## config.mk

```make
export PLATFORM = sky130hd
export DESIGN_NAME = gf2mpv_ctrl
export DESIGN_NICKNAME = d
export VERILOG_FILES = /design/src/hdl/gf2mpv_pkg.sv /design/src/hdl/gf2mpv_ctrl.sv
export SDC_FILE = /design/constraint.sdc
export NUM_CORES = 1
export LEC_CHECK = 0
export ABC_CLOCK_PERIOD_IN_PS = 2880
export BUFFER_PORTS_ARGS = -buffer_cell sky130_fd_sc_hd__buf_4
export CORE_MARGIN = 5
export CORE_UTILIZATION = 45
export CTS_BUF_LIST = sky130_fd_sc_hd__clkbuf_8 sky130_fd_sc_hd__clkbuf_16
export CTS_CLUSTER_DIAMETER = 40
export CTS_CLUSTER_SIZE = 12
export DETAILED_ROUTE_END_ITERATION = 10
export PLACE_DENSITY_LB_ADDON = 0.3
export SYNTH_ARGS = -nofsm -noshare
export SYNTH_HDL_FRONTEND = slang
export SYNTH_SLANG_ARGS = --single-unit
```

## constraint.sdc

```tcl
create_clock -name clock -period 2.88 [get_ports clock]
set_input_delay 0.432 -clock clock [delete_from_list [all_inputs] [get_ports clock]]
set_output_delay 0.432 -clock clock [all_outputs]
set_load 0.02 [all_outputs]
```

## src/hdl/gf2mpv_pkg.sv

```systemverilog
// Shared constants and types for the GF(2) matrix product verifier.
// Holds field widths, opcodes and the controller to datapath command/status.
// No dependencies.
package gf2mpv_pkg;

   localparam int N          = 64;
   localparam int ROW_W      = 64;
   localparam int ROW_IDX_W  = $clog2(N);
   localparam int SIZE_W     = 7;
   localparam int OPCODE_W   = 3;

   localparam logic [SIZE_W-1:0] SIZE_RESET = SIZE_W'(N);

   localparam logic [OPCODE_W-1:0] OP_LOAD_A = 3'd0;
   localparam logic [OPCODE_W-1:0] OP_LOAD_B = 3'd1;
   localparam logic [OPCODE_W-1:0] OP_LOAD_C = 3'd2;
   localparam logic [OPCODE_W-1:0] OP_TRIAL  = 3'd3;
   localparam logic [OPCODE_W-1:0] OP_CLEAR  = 3'd4;

   typedef struct packed {
      logic                 take;
      logic                 rd_en;
      logic                 rd_pass_a;
      logic [ROW_IDX_W-1:0] rd_addr;
      logic                 post_trial;
   } gf2mpv_cmd_type;

   typedef struct packed {
      logic [ROW_IDX_W-1:0] last_row;
   } gf2mpv_status_type;

endpackage

```

## src/hdl/gf2mpv_ctrl.sv

```systemverilog
// Controller of the GF(2) matrix product verifier: handshakes, the row
// sweep counter for the two trial passes and the result valid flag.
// Depends on gf2mpv_pkg.
module gf2mpv_ctrl
   import gf2mpv_pkg::*;
(
   input  logic                clock,
   input  logic                reset,
   input  logic                req_valid,
   input  logic [OPCODE_W-1:0] req_opcode,
   output logic                req_stall,
   output logic                rsp_valid,
   input  logic                rsp_stall,
   output gf2mpv_cmd_type      cmd,
   input  gf2mpv_status_type   status
);

   typedef enum logic [4:0] {
      ST_IDLE    = 5'b00001,
      ST_PASS_BC = 5'b00010,
      ST_PASS_A  = 5'b00100,
      ST_DRAIN   = 5'b01000,
      ST_FINISH  = 5'b10000
   } state_type;

   state_type            state_ff;
   state_type            state_in;
   logic [ROW_IDX_W-1:0] addr_ff;
   logic [ROW_IDX_W-1:0] addr_in;
   logic                 rsp_valid_ff;
   logic                 rsp_valid_in;
   logic                 out_free;
   logic                 take;
   logic                 at_last;

   assign out_free  = !rsp_valid_ff || !rsp_stall;
   assign req_stall = !((state_ff == ST_IDLE) && out_free);
   assign take      = req_valid && !req_stall;
   assign at_last   = (addr_ff == status.last_row);

   always_comb begin
      state_in       = state_ff;
      addr_in        = addr_ff;
      cmd.take       = take;
      cmd.rd_en      = 1'b0;
      cmd.rd_pass_a  = 1'b0;
      cmd.rd_addr    = addr_ff;
      cmd.post_trial = 1'b0;
      case (state_ff)
         ST_IDLE: begin
            addr_in = '0;
            if (take && (req_opcode == OP_TRIAL)) begin
               state_in = ST_PASS_BC;
            end
         end
         ST_PASS_BC: begin
            cmd.rd_en = 1'b1;
            if (at_last) begin
               addr_in  = '0;
               state_in = ST_PASS_A;
            end else begin
               addr_in = addr_ff + ROW_IDX_W'(1);
            end
         end
         ST_PASS_A: begin
            cmd.rd_en     = 1'b1;
            cmd.rd_pass_a = 1'b1;
            if (at_last) begin
               state_in = ST_DRAIN;
            end else begin
               addr_in = addr_ff + ROW_IDX_W'(1);
            end
         end
         ST_DRAIN: begin
            state_in = ST_FINISH;
         end
         ST_FINISH: begin
            if (out_free) begin
               cmd.post_trial = 1'b1;
               state_in       = ST_IDLE;
            end
         end
         default: begin
            state_in = ST_IDLE;
         end
      endcase
   end

   always_comb begin
      rsp_valid_in = rsp_valid_ff && rsp_stall;
      if ((take && (req_opcode != OP_TRIAL)) || cmd.post_trial) begin
         rsp_valid_in = 1'b1;
      end
   end

   always_ff @(posedge clock) begin
      if (reset) begin
         state_ff     <= ST_IDLE;
         addr_ff      <= '0;
         rsp_valid_ff <= 1'b0;
      end else begin
         state_ff     <= state_in;
         addr_ff      <= addr_in;
         rsp_valid_ff <= rsp_valid_in;
      end
   end

   assign rsp_valid = rsp_valid_ff;

endmodule

```

# Word level (Yosys, flattened, before mapping)
# Cells that the tools add are included.
# Widths: inputs -> output; s select.
[totals]
regBits = 12
in_bits = 13
out_inout_bits = 12
wordCells = 44
[op_classes]
add_sub_neg = 1
n_eq_ne = 13
mux = 13
n_reduce_logical = 14
[op_table]
columns = ["op", "count"]
rows = [
  ["$pmux 5 s5", 1],
  ["$mux 5", 4],
  ["$pmux 6 s3", 1],
  ["$mux 6", 2],
  ["$ne 2x2->1 const B", 4],
  ["$add 6x1->6 const B", 1],
  ["$eq 6x6->1", 1],
  ["$eq 5x1->1 const B", 1],
  ["$eq 5x2->1 const B", 1],
  ["$eq 5x3->1 const B", 1],
  ["$eq 5x4->1 const B", 1],
  ["$eq 5x5->1 const B", 1],
  ["$logic_and 1x1->1", 5],
  ["$mux 1", 5],
  ["$reduce_and 4->1", 1],
  ["$eq 3x2->1 const B", 1],
  ["$logic_not 1->1", 3],
  ["$ne 3x2->1 const B", 1],
  ["$reduce_bool 3->1", 1],
  ["$logic_or 1x1->1", 2],
  ["$ne 2x1->1 const B", 1],
  ["$reduce_and 2->1", 1],
  ["$reduce_or 2->1", 1],
]

# Depth between registers and ports, before layout
[depth]
word_depth = 7
ltp_mapped = 6
depth_no_buf = 5

# Worst setup path before layout
# OpenSTA, ideal clock, no wires.
[synth_timing]
kind = "reg-to-output"
startpoint = "reg state_ff[4]"
endpoint = "out cmd[9] (netlist bit)"
arrival_ns = 1.267
required_time_ns = 2.448
path_slack_ns = 1.181
path_stages_with_launch = 5
n_path_buf = 1
cell_sequence = "dfxtp_1 or2_2 nor4_4 and3_1 buf_4"
[synth_via]
elab_chain_cells = 3
[synth_rtl]
columns = ["item", "line", "source"]
rows = [
  ["start, declared", "gf2mpv_ctrl.sv:26", "state_type state_ff;"],
  ["start signal, assigned", "gf2mpv_ctrl.sv:102", "state_ff <= state_in;"],
  ["$eq 5x1->1", "gf2mpv_ctrl.sv:37", "assign req_stall = !((state_ff == ST_IDLE) && out_free);"],
  ["$logic_and 1x1->1", "gf2mpv_ctrl.sv:37", ""],
  ["$logic_and 1x1->1", "gf2mpv_ctrl.sv:38", "assign take = req_valid && !req_stall;"],
  ["end, declared", "gf2mpv_ctrl.sv:14", "output gf2mpv_cmd_type cmd,"],
]
# Every way passes these cells.

==> run_results.csv <==
group,metric,value,unit
layout,layout.cells.most_common_list,"sky130_fd_sc_hd__buf_4 (24), sky130_fd_sc_hd__dfxtp_1 (12), sky130_fd_sc_hd__xnor2_1 (7), sky130_fd_sc_hd__nand2_1 (7)",
placement,pre_cts_slack,0.985,ns
floorplanning,io_pins,25,
critical_path,setup_crit_end_kind,"output port",
critical_path,crit_path_top_delay_cell,"sky130_fd_sc_hd__dfxtp_1",
layout,area_growth_syn_to_layout,28.1,%
critical_path,critical_path.reg2reg.startpoint,"state_ff[0]",
logic_synthesis,ys_seq_area_share,31.0,%
layout,n_antenna_cell,0,
sta,clock-skew-final,0.000805,ns
layout,post_layout_nonfiller_instances,128,
logic_synthesis,synthesis.area,774,sq um
sta,final_critical_path_setup_slack,0.735,ns
worst_hold_path,worst_hold_path_type,"in -> reg",
floorplanning,fp.dieArea,2650,sq um
critical_path,path_class,"reg -> out",
sta,max_slew_vio_count,0,
critical_path,critical_path.cell_chain,"inv_1 > nor4_4 > and3_1 > buf_4",
clocking,cts_inserted_buffers,3,
critical_path,cp_slowest_stage_delay,0.53,ns
grt,global_route.usage.total,13.9,%
critical_path,cp_num_buf_inv,2,
grt,grt_antenna_before_repair,0,
grt,grt_pass1_wl,2.82,mm
critical_path,cp_top_family,"simple AND/OR/NAND/NOR gates",
power_and_ir_drop,power.density_cell_area,605,nW/um^2
grt,first_global_vias,686,
routing,routed-via-count,719,
sta,setup_viol,0,
worst_hold_path,worst_hold_path_startpoint,"reset",
clocking,ctsHoldBuffers,0,
grt,grt_start_max_net_pins,12,
clocking,ctsResizeCount,0,
power_and_ir_drop,p_sw,219,uW
sta,finalCriticalPeriod,2.15,ns
power_and_ir_drop,p_int,381,uW
logic_synthesis,synthesis.nets,102,
critical_path,critical_path_arrival,1.71,ns
power_and_ir_drop,clock_power_share,24.4,%
clocking,clkSlewWorstSetupHoldPaths,0.05,ns
power_and_ir_drop,worst_ir_drop_vdd,0.000345,V
placement,place.port_buffers,24,
layout,drive_gt1_share,30.6,%
clocking,clkSinkCount,12,
logic_synthesis,post_synth_inst_count,88,
grt,globalRouteOverflowTotal,0,
floorplanning,row_count,15,
critical_path,path_max_fanout,8,
sta,hold_viol_final,0,
layout,layout.nets,127,
logic_synthesis,synth_top_area_share,31.0,%
sta,clock.fmax,466,MHz
routing,detail_route.vias_per_cell,5.62,
floorplanning,initial_utilization,45.9,%
placement,place_inst,125,
critical_path,internal_reg_to_reg_setup_slack,1.05,ns
sta,final.setup.tns,0,ns
power_and_ir_drop,seq_power_share,36.5,%
layout,most_common_cell_after_layout_fill_and_taps_aside,"sky130_fd_sc_hd__buf_4",
logic_synthesis,synth_top_cell_by_area,"sky130_fd_sc_hd__dfxtp_1",
job,drv_cap,0,
critical_path,worstSetupStartpointType,"flop",
logic_synthesis,avg_cell_area_syn,8.80,sq um
clocking,post-cts-setup-buffers,0,
routing,drt-total-wl,1.65,mm
critical_path,setup.worst_path.start,"state_ff[0]",
floorplanning,die_height,51.5,microns
clocking,cts_max_path_buffers,2,
power_and_ir_drop,total_leakage_power,0.430,nW
logic_synthesis,post_synth_main_area_contributors,"sky130_fd_sc_hd__dfxtp_1 (31%), sky130_fd_sc_hd__xnor2_1 (7.9%), sky130_fd_sc_hd__nor3_1 (3.9%), sky130_fd_sc_hd__nand2_1 (3.4%), sky130_fd_sc_hd__a211o_1 (3.4%)",
logic_synthesis,ys_ff_latch,12,
floorplanning,die_x,51.5,microns
logic_synthesis,synth.lib_cells_used.distinct,40,
critical_path,cp_data_required_time,2.45,ns
routing,antenna_nets_post_route,0,
power_and_ir_drop,power_frac_comb,39.1,%
clocking,clkLatencyLatePin,0.23,ns
clocking,cts_tree,"yes",
sta,final_worst_path_period_share,74.5,%
routing,first_iter_violations,13,
routing,router_iterations_before_antenna_repair,4,
floorplanning,area_of_the_placeable_core,1690,sq um
routing,avgRoutedWirePerCell,12.9,microns
run_status,run_status,"completed",
power_and_ir_drop,switching_share,36.5,%
placement,globalplace.congestion,0.876,
sta,worst_margin_pin_slew,0.405,ns
routing,drc,0,
clocking,htree_num_levels,1,
logic_synthesis,ys_warn_count,0,
clocking,clock-root-buffer,"sky130_fd_sc_hd__clkbuf_8",
sta,setup_repair_after_global_routing_missed_its_margin,"no",
layout,fillers,165,
sta,timing.slew.headroom,72.8,%
worst register-to-register path, cell delays in order, from the launching register on:
cell and delay (ns):
sky130_fd_sc_hd__dfxtp_1 0.53, sky130_fd_sc_hd__inv_1 0.16, sky130_fd_sc_hd__nor4_4 0.44, sky130_fd_sc_hd__or3_1 0.18, sky130_fd_sc_hd__o31ai_2 0.10, sky130_fd_sc_hd__a211o_1 0.30
worst paths after layout:
kind                 to  cells after the start
max              cmd[9]                      4
min           rsp_valid                      2
max reg2reg  addr_ff[5]                      5
min reg2reg  addr_ff[4]                      1
kinds of logic after synthesis:
kind of cell	after synthesis	share of synthesized area, %
muxes	2	2.58
buffers and inverters	6	4.20
AOI/OAI and AO/OA	17	17.3
DFF	12	31.0
and+or+nand+nor	41	33.1
adders and majority gates	1	1.62
xor gates and xnor gates	9	10.2
power groups by stage:
stage                     combinational [mW]  sequential [mW]  clock [mW]
after floorplan                        0.191            0.204           0
after global placement                 0.233            0.221           0
after detailed placement               0.235            0.222           0
after CTS                              0.236            0.219       0.153
after global routing                   0.260            0.222       0.160
final                                  0.235            0.219       0.146
state kept, by name, summed over array words and instances, names as in the netlist:
signal / count
addr_ff: 6
state_ff: 5
rsp_valid: 1
synthesized netlist by cell type, drive strengths merged:
cell and n:
dfxtp 12, nand2 7, nor3 7, xnor2 7, nor2 6, a211o 3, a21oi 3, buf 3
nand3 3, nor3b 3, nor4 3, o21ai 3, or2 3, inv 2, mux2i 2, nand3b 2
xor2 2, a211oi 1, a311oi 1, a31oi 1, a32o 1, a32oi 1, and2b 1, and3 1
and3b 1, clkbuf 1, ha 1, nand4 1, nor2b 1, nor4b 1, o221a 1, o2bb2ai 1
o31ai 1, or3 1
final cells by class:
cell class                      instances  area [sq um]  share of cell area [%]
Multi-Input combinational cell         70           502                    50.6
Sequential cell                        12           240                    24.2
Timing Repair Buffer                   24           180                    18.2
Clock buffer                            3          41.3                    4.16
Tap cell                               17          21.3                    2.14
Inverter                                2          7.51                   0.757
metal layers:
layer | vias up | track usage [%] | routed length [microns]
li1 | 371 | - | -
met2 | 16 | 24.4 | 801
met5 | - | 0 | 0
met1 | 328 | 15.8 | 724
met4 | 0 | 6.55 | 24
met3 | 4 | 2.92 | 96
stage by stage:
| step | power, mW | utilization (%) | instance area (sq um) | hold WS (ns) |
|---|---|---|---|---|
| final | 0.600 | 58.7 | 992 | 0.457 |
| after global routing | 0.642 | 58.7 | 992 | 0.461 |
| after CTS | 0.608 | 58.7 | 992 | 0.448 |
| after detailed placement | 0.458 | 56.3 | 951 | 0.551 |
| after global placement | 0.454 | 56.3 | 951 | 0.544 |
| after floorplan | 0.395 | - | 774 | 0.546 |
Note: power is estimated with default switching activity, not from simulation.
